==> config.mk <==
export PLATFORM = sky130hd
export DESIGN_NAME = ble_ad_structure_parser_core_flat
export DESIGN_NICKNAME = d
export VERILOG_FILES = /design/src/design/bleadp_pkg.sv /design/src/design/bleadp_if.sv /design/src/design/bleadp_parser.sv /design/src/design/ble_ad_structure_parser_core.sv /design/src/flat_wrapper.sv
export SDC_FILE = /design/constraint.sdc
export NUM_CORES = 1
export LEC_CHECK = 0
export CORE_MARGIN = 1
export CORE_UTILIZATION = 40
export DETAILED_ROUTE_END_ITERATION = 7
export DONT_BUFFER_PORTS = 1
export GPL_TIMING_DRIVEN = 0
export PLACE_DENSITY = 0.64
export SETUP_SLACK_MARGIN = 0.15
export SLEW_MARGIN = 20
export SYNTH_ARGS = -nofsm -noshare
export SYNTH_HDL_FRONTEND = slang
export SYNTH_SLANG_ARGS = --single-unit
==> constraint.sdc <==
create_clock -name clock -period 2.07 [get_ports clock]
set_input_delay 0.207 -clock clock [delete_from_list [all_inputs] [get_ports clock]]
set_output_delay 0.207 -clock clock [all_outputs]
set_load 0.02 [all_outputs]
==> src/design/bleadp_pkg.sv <==
// ----------------------------------------------------------------------------
// bleadp_pkg
// Types and constants shared by the advertising data parser modules.
// ----------------------------------------------------------------------------
package bleadp_pkg;

   localparam int unsigned UUID_W = 16;

   // AD types with special handling
   localparam logic [7:0] AD_UUID16_PARTIAL  = 8'h02;
   localparam logic [7:0] AD_UUID16_COMPLETE = 8'h03;
   localparam logic [7:0] AD_NAME_SHORT      = 8'h08;
   localparam logic [7:0] AD_NAME_COMPLETE   = 8'h09;
   localparam logic [7:0] AD_SERVICE_DATA    = 8'h16;

   typedef enum logic [1:0] {
      ROLE_LEN  = 2'd0,
      ROLE_TYPE = 2'd1,
      ROLE_DATA = 2'd2,
      ROLE_IGN  = 2'd3
   } role_type;

   typedef struct packed {
      role_type    byte_role;
      logic [7:0]  field_type;
      logic [7:0]  data_value;
      logic [7:0]  data_index;
      logic        field_complete;
      logic        uuid_match;
      logic        is_name;
      logic        stopped;
      logic        truncated;
   } result_type;

endpackage

==> src/design/bleadp_if.sv <==
// ----------------------------------------------------------------------------
// bleadp_if
// Valid/ready channels for payload bytes in and parse results out.
// ----------------------------------------------------------------------------
interface bleadp_req_if;
   logic       valid;
   logic       ready;
   logic [7:0] payload_byte;
   logic       last_byte;

   modport source (output valid, output payload_byte, output last_byte, input ready);
   modport sink   (input valid, input payload_byte, input last_byte, output ready);
endinterface

interface bleadp_rsp_if;
   logic       valid;
   logic       ready;
   logic [1:0] byte_role;
   logic [7:0] field_type;
   logic [7:0] data_value;
   logic [7:0] data_index;
   logic       field_complete;
   logic       uuid_match;
   logic       is_name;
   logic       stopped;
   logic       truncated;

   modport source (output valid, output byte_role, output field_type, output data_value,
                   output data_index, output field_complete, output uuid_match,
                   output is_name, output stopped, output truncated, input ready);
   modport sink   (input valid, input byte_role, input field_type, input data_value,
                   input data_index, input field_complete, input uuid_match,
                   input is_name, input stopped, input truncated, output ready);
endinterface

==> src/design/bleadp_parser.sv <==
// ----------------------------------------------------------------------------
// bleadp_parser
// Per-payload parse state and the one-byte update that produces a result.
// ----------------------------------------------------------------------------
module bleadp_parser (
   input  logic                           clock,
   input  logic                           reset,
   input  logic                           step_en,
   input  logic [7:0]                     payload_byte,
   input  logic                           last_byte,
   input  logic [bleadp_pkg::UUID_W-1:0]  target_uuid,
   output bleadp_pkg::result_type         result
);

   typedef enum logic [1:0] {
      PH_LEN  = 2'd0,
      PH_TYPE = 2'd1,
      PH_DATA = 2'd2
   } phase_type;

   phase_type  phase_ff, phase_in;
   logic [7:0] left_ff, left_in;
   logic [7:0] held_ff, held_in;
   logic [7:0] pos_ff, pos_in;
   logic [7:0] pair_ff, pair_in;
   logic       match_ff, match_in;
   logic       taken_ff, taken_in;
   logic       name_ff, name_in;
   logic       stop_ff, stop_in;

   logic [7:0] left_dec;
   logic       uuid_eq;
   logic       is_list;
   logic       is_name_type;

   assign left_dec     = left_ff - 8'd1;
   assign uuid_eq      = ({payload_byte, pair_ff} == target_uuid);
   assign is_list      = (held_ff == bleadp_pkg::AD_UUID16_PARTIAL) ||
                         (held_ff == bleadp_pkg::AD_UUID16_COMPLETE);
   assign is_name_type = (payload_byte == bleadp_pkg::AD_NAME_SHORT) ||
                         (payload_byte == bleadp_pkg::AD_NAME_COMPLETE);

   always_comb begin
      phase_in = phase_ff;
      left_in  = left_ff;
      held_in  = held_ff;
      pos_in   = pos_ff;
      pair_in  = pair_ff;
      match_in = match_ff;
      taken_in = taken_ff;
      name_in  = name_ff;
      stop_in  = stop_ff;

      result                = '0;
      result.byte_role      = bleadp_pkg::ROLE_IGN;
      result.data_value     = payload_byte;

      if (stop_ff) begin
         result.byte_role = bleadp_pkg::ROLE_IGN;
      end else begin
         unique case (phase_ff)
            PH_TYPE: begin
               result.byte_role  = bleadp_pkg::ROLE_TYPE;
               result.field_type = payload_byte;
               held_in = payload_byte;
               left_in = left_dec;
               if (left_dec == 8'd0) begin
                  // empty field: done at the type byte, never a match
                  result.field_complete = 1'b1;
                  phase_in = PH_LEN;
               end else begin
                  phase_in = PH_DATA;
                  pos_in   = 8'd0;
                  pair_in  = 8'd0;
                  match_in = 1'b0;
                  name_in  = is_name_type && !taken_ff;
                  if (is_name_type && !taken_ff) begin
                     taken_in = 1'b1;
                  end
                  result.truncated = last_byte;
               end
            end
            PH_DATA: begin
               result.byte_role  = bleadp_pkg::ROLE_DATA;
               result.field_type = held_ff;
               result.data_index = pos_ff;
               result.is_name    = name_ff;
               if (!pos_ff[0]) begin
                  pair_in = payload_byte;
               end else begin
                  if ((held_ff == bleadp_pkg::AD_SERVICE_DATA) &&
                      (pos_ff == 8'd1) && uuid_eq) begin
                     match_in = 1'b1;
                  end
                  if (is_list && uuid_eq) begin
                     match_in = 1'b1;
                  end
               end
               pos_in  = pos_ff + 8'd1;
               left_in = left_dec;
               if (left_dec == 8'd0) begin
                  result.field_complete = 1'b1;
                  result.uuid_match     = match_in;
                  phase_in = PH_LEN;
                  name_in  = 1'b0;
               end else begin
                  result.truncated = last_byte;
               end
            end
            default: begin
               // length byte; unused phase code lands here too
               result.byte_role = bleadp_pkg::ROLE_LEN;
               if (payload_byte == 8'd0) begin
                  stop_in = 1'b1;
               end else begin
                  left_in  = payload_byte;
                  phase_in = PH_TYPE;
                  result.truncated = last_byte;
               end
            end
         endcase
      end

      result.stopped = stop_in;

      // drop all parse state at the end of a payload
      if (last_byte) begin
         phase_in = PH_LEN;
         left_in  = 8'd0;
         held_in  = 8'd0;
         pos_in   = 8'd0;
         pair_in  = 8'd0;
         match_in = 1'b0;
         taken_in = 1'b0;
         name_in  = 1'b0;
         stop_in  = 1'b0;
      end
   end

   always_ff @(posedge clock) begin
      if (reset) begin
         phase_ff <= PH_LEN;
         left_ff  <= 8'd0;
         held_ff  <= 8'd0;
         pos_ff   <= 8'd0;
         pair_ff  <= 8'd0;
         match_ff <= 1'b0;
         taken_ff <= 1'b0;
         name_ff  <= 1'b0;
         stop_ff  <= 1'b0;
      end else if (step_en) begin
         phase_ff <= phase_in;
         left_ff  <= left_in;
         held_ff  <= held_in;
         pos_ff   <= pos_in;
         pair_ff  <= pair_in;
         match_ff <= match_in;
         taken_ff <= taken_in;
         name_ff  <= name_in;
         stop_ff  <= stop_in;
      end
   end

endmodule

==> src/design/ble_ad_structure_parser_core.sv <==
// ----------------------------------------------------------------------------
// ble_ad_structure_parser_core
// Splits a BLE advertising payload into length-type-data structures.
// ----------------------------------------------------------------------------
// Feed one payload byte per beat with last_byte set on the final byte; each
// byte yields exactly one result beat that gives its role, field type, data
// index, completion, UUID match, name marking, stop and truncation flags.
// The block sustains one byte per clock while rsp ready stays high: a byte is
// held in an input register while the parse state updates, and its result is
// loaded into the output register when the step is taken, which waits while a
// held result beat has not been accepted. Write csr_wr_data with csr_wr_en
// only while no bytes are in flight.
module ble_ad_structure_parser_core (
   input  logic                           clock,
   input  logic                           reset,
   bleadp_req_if.sink                     req_bus,
   bleadp_rsp_if.source                   rsp_bus,
   input  logic                           csr_wr_en,
   input  logic [bleadp_pkg::UUID_W-1:0]  csr_wr_data
);

   logic                           in_valid_ff, in_valid_in;
   logic [7:0]                     in_byte_ff;
   logic                           in_last_ff;
   logic                           out_valid_ff, out_valid_in;
   bleadp_pkg::result_type         out_ff;
   bleadp_pkg::result_type         step_result;
   logic [bleadp_pkg::UUID_W-1:0]  uuid_ff;

   logic advance;
   logic step_en;
   logic req_take;

   assign advance  = !out_valid_ff || rsp_bus.ready;
   assign step_en  = in_valid_ff && advance;
   assign req_bus.ready = !in_valid_ff || advance;
   assign req_take = req_bus.valid && req_bus.ready;

   assign in_valid_in  = req_take ? 1'b1 : (step_en ? 1'b0 : in_valid_ff);
   assign out_valid_in = step_en ? 1'b1 : (rsp_bus.ready ? 1'b0 : out_valid_ff);

   bleadp_parser u_parser (
      .clock        (clock),
      .reset        (reset),
      .step_en      (step_en),
      .payload_byte (in_byte_ff),
      .last_byte    (in_last_ff),
      .target_uuid  (uuid_ff),
      .result       (step_result)
   );

   always_ff @(posedge clock) begin
      if (reset) begin
         in_valid_ff  <= 1'b0;
         out_valid_ff <= 1'b0;
         uuid_ff      <= '0;
      end else begin
         in_valid_ff  <= in_valid_in;
         out_valid_ff <= out_valid_in;
         if (csr_wr_en) begin
            uuid_ff <= csr_wr_data;
         end
      end
   end

   // payload registers: load on accept / advance only
   always_ff @(posedge clock) begin
      if (req_take) begin
         in_byte_ff <= req_bus.payload_byte;
         in_last_ff <= req_bus.last_byte;
      end
      if (step_en) begin
         out_ff <= step_result;
      end
   end

   assign rsp_bus.valid          = out_valid_ff;
   assign rsp_bus.byte_role      = out_ff.byte_role;
   assign rsp_bus.field_type     = out_ff.field_type;
   assign rsp_bus.data_value     = out_ff.data_value;
   assign rsp_bus.data_index     = out_ff.data_index;
   assign rsp_bus.field_complete = out_ff.field_complete;
   assign rsp_bus.uuid_match     = out_ff.uuid_match;
   assign rsp_bus.is_name        = out_ff.is_name;
   assign rsp_bus.stopped        = out_ff.stopped;
   assign rsp_bus.truncated      = out_ff.truncated;

endmodule

==> src/flat_wrapper.sv <==
// flat-port wrapper written by rule: the top's interface ports become plain ports
module ble_ad_structure_parser_core_flat 
  (clock, reset, csr_wr_en, csr_wr_data, req_bus_valid, req_bus_payload_byte, req_bus_last_byte, req_bus_ready, rsp_bus_valid, rsp_bus_byte_role, rsp_bus_field_type, rsp_bus_data_value, rsp_bus_data_index, rsp_bus_field_complete, rsp_bus_uuid_match, rsp_bus_is_name, rsp_bus_stopped, rsp_bus_truncated, rsp_bus_ready);
  bleadp_req_if req_bus_i ();
  bleadp_rsp_if rsp_bus_i ();
  input  logic clock;
  input  logic reset;
  input  logic csr_wr_en;
  input  logic [bleadp_pkg::UUID_W-1:0] csr_wr_data;
  input wire logic [$bits(req_bus_i.valid)-1:0] req_bus_valid;
  input wire logic [$bits(req_bus_i.payload_byte)-1:0] req_bus_payload_byte;
  input wire logic [$bits(req_bus_i.last_byte)-1:0] req_bus_last_byte;
  output wire logic [$bits(req_bus_i.ready)-1:0] req_bus_ready;
  output wire logic [$bits(rsp_bus_i.valid)-1:0] rsp_bus_valid;
  output wire logic [$bits(rsp_bus_i.byte_role)-1:0] rsp_bus_byte_role;
  output wire logic [$bits(rsp_bus_i.field_type)-1:0] rsp_bus_field_type;
  output wire logic [$bits(rsp_bus_i.data_value)-1:0] rsp_bus_data_value;
  output wire logic [$bits(rsp_bus_i.data_index)-1:0] rsp_bus_data_index;
  output wire logic [$bits(rsp_bus_i.field_complete)-1:0] rsp_bus_field_complete;
  output wire logic [$bits(rsp_bus_i.uuid_match)-1:0] rsp_bus_uuid_match;
  output wire logic [$bits(rsp_bus_i.is_name)-1:0] rsp_bus_is_name;
  output wire logic [$bits(rsp_bus_i.stopped)-1:0] rsp_bus_stopped;
  output wire logic [$bits(rsp_bus_i.truncated)-1:0] rsp_bus_truncated;
  input wire logic [$bits(rsp_bus_i.ready)-1:0] rsp_bus_ready;
  assign req_bus_i.valid = req_bus_valid;
  assign req_bus_i.payload_byte = req_bus_payload_byte;
  assign req_bus_i.last_byte = req_bus_last_byte;
  assign req_bus_ready = req_bus_i.ready;
  assign rsp_bus_valid = rsp_bus_i.valid;
  assign rsp_bus_byte_role = rsp_bus_i.byte_role;
  assign rsp_bus_field_type = rsp_bus_i.field_type;
  assign rsp_bus_data_value = rsp_bus_i.data_value;
  assign rsp_bus_data_index = rsp_bus_i.data_index;
  assign rsp_bus_field_complete = rsp_bus_i.field_complete;
  assign rsp_bus_uuid_match = rsp_bus_i.uuid_match;
  assign rsp_bus_is_name = rsp_bus_i.is_name;
  assign rsp_bus_stopped = rsp_bus_i.stopped;
  assign rsp_bus_truncated = rsp_bus_i.truncated;
  assign rsp_bus_i.ready = rsp_bus_ready;
  ble_ad_structure_parser_core u_core (.clock(clock), .reset(reset), .req_bus(req_bus_i), .rsp_bus(rsp_bus_i), .csr_wr_en(csr_wr_en), .csr_wr_data(csr_wr_data));
endmodule
==> impl_metrics.csv <==
group,metric,value,unit
outcome,status,"finished with violations",
outcome,violations,"negative setup slack",
logic_synthesis,synth_area_leaders,"edfxtp_1 28%, dfxtp_1 26%, nor2_1 5.4%, mux2i_1 4.4%, a21oi_1 2.9%",
place,dpl_cell_area,4560,um2
global_routing,grt_use_total,20.8,%
min_path,min_path_type,"in2reg",
detailed_routing,drt-total-wl,11700,um
clock_tree,cts-root-buf,"clkbuf_8",
power,p_leak,2.01,nW
logic_synthesis,synth_xor_area_share,3.43,%
global_routing,grt_max_degree,19,
power,peakVddDrop,0.383,mV
global_routing,grt_pass1_vias,3512,
setup_path,worstPathRequired,2.37,ns
cells_and_area,n_antenna_cell,0,
cells_and_area,nNetsFinal,534,
timing,period_minus_slack,2.09,ns
global_routing,antenna_found_initial,0,
logic_synthesis,yosysUniqueCellTypes,49,
global_routing,gr-usage-met1,27.0,%
logic_synthesis,yosys.area_share.simple,18.7,%
floorplan,num_rows,37,
setup_path,worst-path-buf-inv,2,
logic_synthesis,yosys_most_used_dff,"dfxtp_1",
clock_tree,clock_sinks,96,
global_routing,top_usage_layer,"met2",
timing,tightest_slew,0.733,ns
detailed_routing,vias,3653,
logic_synthesis,synth_edf_count,40,
setup_path,cp-start-kind,"flop",
logic_synthesis,postSynthAreaPerCell,10.2,um2
global_routing,met3_usage,3.74,%
power,cellPowerDensity,687,nW/um2
timing,worst_clock_skew,0.0125,ns
logic_synthesis,synth_warnings,0,
place,dp_cells,564,
logic_synthesis,synthCells,428,
floorplan,fp.dieW,106,um
setup_path,crit_slowest_cell,"or4_1",
timing,relSlewSlack,51.2,%
setup_path,crit_family,"simple AND/OR/NAND/NOR gates",
cells_and_area,area.growth.synth_to_final,28.8,%
detailed_routing,firstDrtPassIters,5,
detailed_routing,ant_nets,0,
setup_path,slowest_delay,0.44,ns
timing,fin_crit_sh,101,%
place,place_hpwl,7130,um
global_routing,grt.met2_usage,35.4,%
cells_and_area,final_common_cell,"nor2_1",
global_routing,grt_overflow_total,0,
timing,slew_viol_final,0,
detailed_routing,wl_per_cell,18.4,um
logic_synthesis,yosysTopAreaCellShare,27.6,%
timing,setup_violations,4,
timing,worst_slack,-0.0210,ns
setup_path,crit_top_cell,"buf_6",
timing,fin_tns_setup,-0.0427,ns
logic_synthesis,yosys_register_bits,96,
cells_and_area,fin_cells,638,
setup_path,critPathArrivalTime,2.39,ns
setup_path,worstSetupPathType,"reg2reg",
timing,fmax,478,MHz
logic_synthesis,async_flop_share,0,%
logic_synthesis,synthAdderAreaFrac,2.02,%
logic_synthesis,yosysSeqAreaShare,53.4,%
timing,rsz0062_at_grt,"true",
detailed_routing,first_iter_violations,216,
clock_tree,numCtsBuffers,9,
setup_path,worstPathMaxFanout,7,
flow_run,cap_violations,0,
floorplan,ios,63,
logic_synthesis,synth-compound-area-share,14.2,%
setup_path,path_cells,"buf_6 > or3_4 > a31oi_4 > nor2_4 > and3_1 > buf_6 > or4_1 > a21oi_2",
place,port_buffers,0,
floorplan,die_h,106,um
clock_tree,clk_latency,0.36,ns
detailed_routing,drc_errors,0,
logic_synthesis,synth_top_cell_by_area,"edfxtp_1",
floorplan,start_util,41.7,%
logic_synthesis,synth_mux_area_share,4.64,%
clock_tree,htree_levels,3,
clock_tree,cts_tree,"built",
place,place.gp.congestion,0.876,
cells_and_area,final_cell_area,5600,um2
logic_synthesis,synth_nets,465,
floorplan,die-area,11300,um2
detailed_routing,avgViaCountPerCell,5.73,
cells_and_area,final_cell_mix,"58 x nor2_1, 49 x dfxtp_1, 40 x edfxtp_1",
timing,hold_viol,0,
cells_and_area,drive_gt1_share,25.3,%
global_routing,grt_pass1_wl,18000,um
clock_tree,clk_pin_slew,0.10,ns
floorplan,core,10400,um2
logic_synthesis,synth_top_family_by_area,"simple AND/OR/NAND/NOR gates",
setup_path,cp-end-kind,"flop",
clock_tree,clock_path_buffers,2,
timing,hold_slack,0.00458,ns
logic_synthesis,synth_area,4350,um2
[state kept, by name (all words and copies together), names as in the netlist, 2 cells and up]
signal	count
u_core.u_parser.pair_ff	8
u_core.u_parser.phase_ff	2
u_core.rsp_bus.data_value	8
u_core.u_parser.pos_ff	8
u_core.in_byte_ff	8
u_core.rsp_bus.field_type	8
u_core.rsp_bus.byte_role	2
u_core.u_parser.held_ff	8
u_core.uuid_ff	16
u_core.rsp_bus.data_index	8
u_core.u_parser.left_ff	8
[synth_stat cells (2+ instances only)]
cell and n:
nor2_1 63, a31oi_1 5, o21ai_0 17, nand2b_1 3, or4_1 3, nand2_1 19, or3_1 3, nor4_1 4
buf_1 5, nor2b_1 5, a22oi_1 8, or2_2 4, dfxtp_1 56, a22o_1 10, a21oi_1 25, mux2i_1 19
buf_6 2, nor3b_1 11, xor2_1 4, nand4_1 6, a32o_1 5, and3b_1 2, xnor2_1 13, clkbuf_1 18
buf_2 2, edfxtp_1 40, nand3_1 9, ha_1 7, a211oi_1 3, inv_1 10, o41ai_1 2, and3_1 4
o31ai_1 6, a21o_1 2, nor3_1 9, and2_1 11
[cells by family after synthesis]
logic type               Yosys count
AO/OA/AOI/OAI                     92
XOR/XNOR                          17
adder cells (fa/ha/maj)            7
buffers and inverters             37
flip-flops                        96
multiplexers                      20
AND/OR/NAND/NOR                  159
[stage by stage]
step	utilization, %	total power [mW]	setup WS, ns
2_1_floorplan	-	2.39	0.0992
3_3_place_gp	43.8	2.47	-0.414
3_5_place_dp	43.8	2.48	-0.425
4_1_cts	51.6	3.81	-0.0122
5_1_grt	53.7	3.96	-0.0894
6_report	53.7	3.85	-0.0210
[routing by layer]
metal,vias to the layer above,share of wire [%]
met5,-,0
met1,1766,42
met4,0,2.0
li1,1687,-
met3,25,6.2
met2,175,50
[report_power, final]
part / switching, mW / total [mW] / internal (mW) / leakage [nW]
Sequential: 0.0902 / 2.13 / 2.04 / 0.844
Combinational: 0.250 / 0.454 / 0.205 / 1.06
Clock: 0.713 / 1.26 / 0.547 / 0.106
Total: 1.05 / 3.85 / 2.79 / 2.01
[timing repair]
item / in CTS / in global routing
setup buffers: 27 / 8
pin swaps: 23 / 17
endpoints found under the hold margin: 19 / 0
gates cloned: 3 / 1
hold buffers: 19 / 0
setup endpoints to repair: 79 / 31
gates resized for setup: 40 / 43
[layout make-up]
cell class	instances	area (um2)
multi-input cells	295	2180
repair buffers	57	514
flip-flops and latches	96	2330
inverters	10	41.3
repair inverters	1	7.51
well taps	136	170
fillers	898	4820
clock buffers	11	156
plain buffers	27	153
clock inverters	5	46.3
[final timing paths]
check / startpoint / end / slack (ns) / cells after the start
setup / recovery: u_core.u_parser.left_ff[3] / u_core.u_parser.pos_ff[1] / -0.02 / 8
hold / removal: csr_wr_data[6] / u_core.uuid_ff[6] / 0.005 / 2
setup reg to reg: u_core.u_parser.left_ff[3] / u_core.u_parser.pos_ff[1] / -0.02 / 8
hold reg to reg: u_core.u_parser.phase_ff[0] / u_core.u_parser.phase_ff[0] / 0.50 / 2
Power figures use the tool's default switching activity.
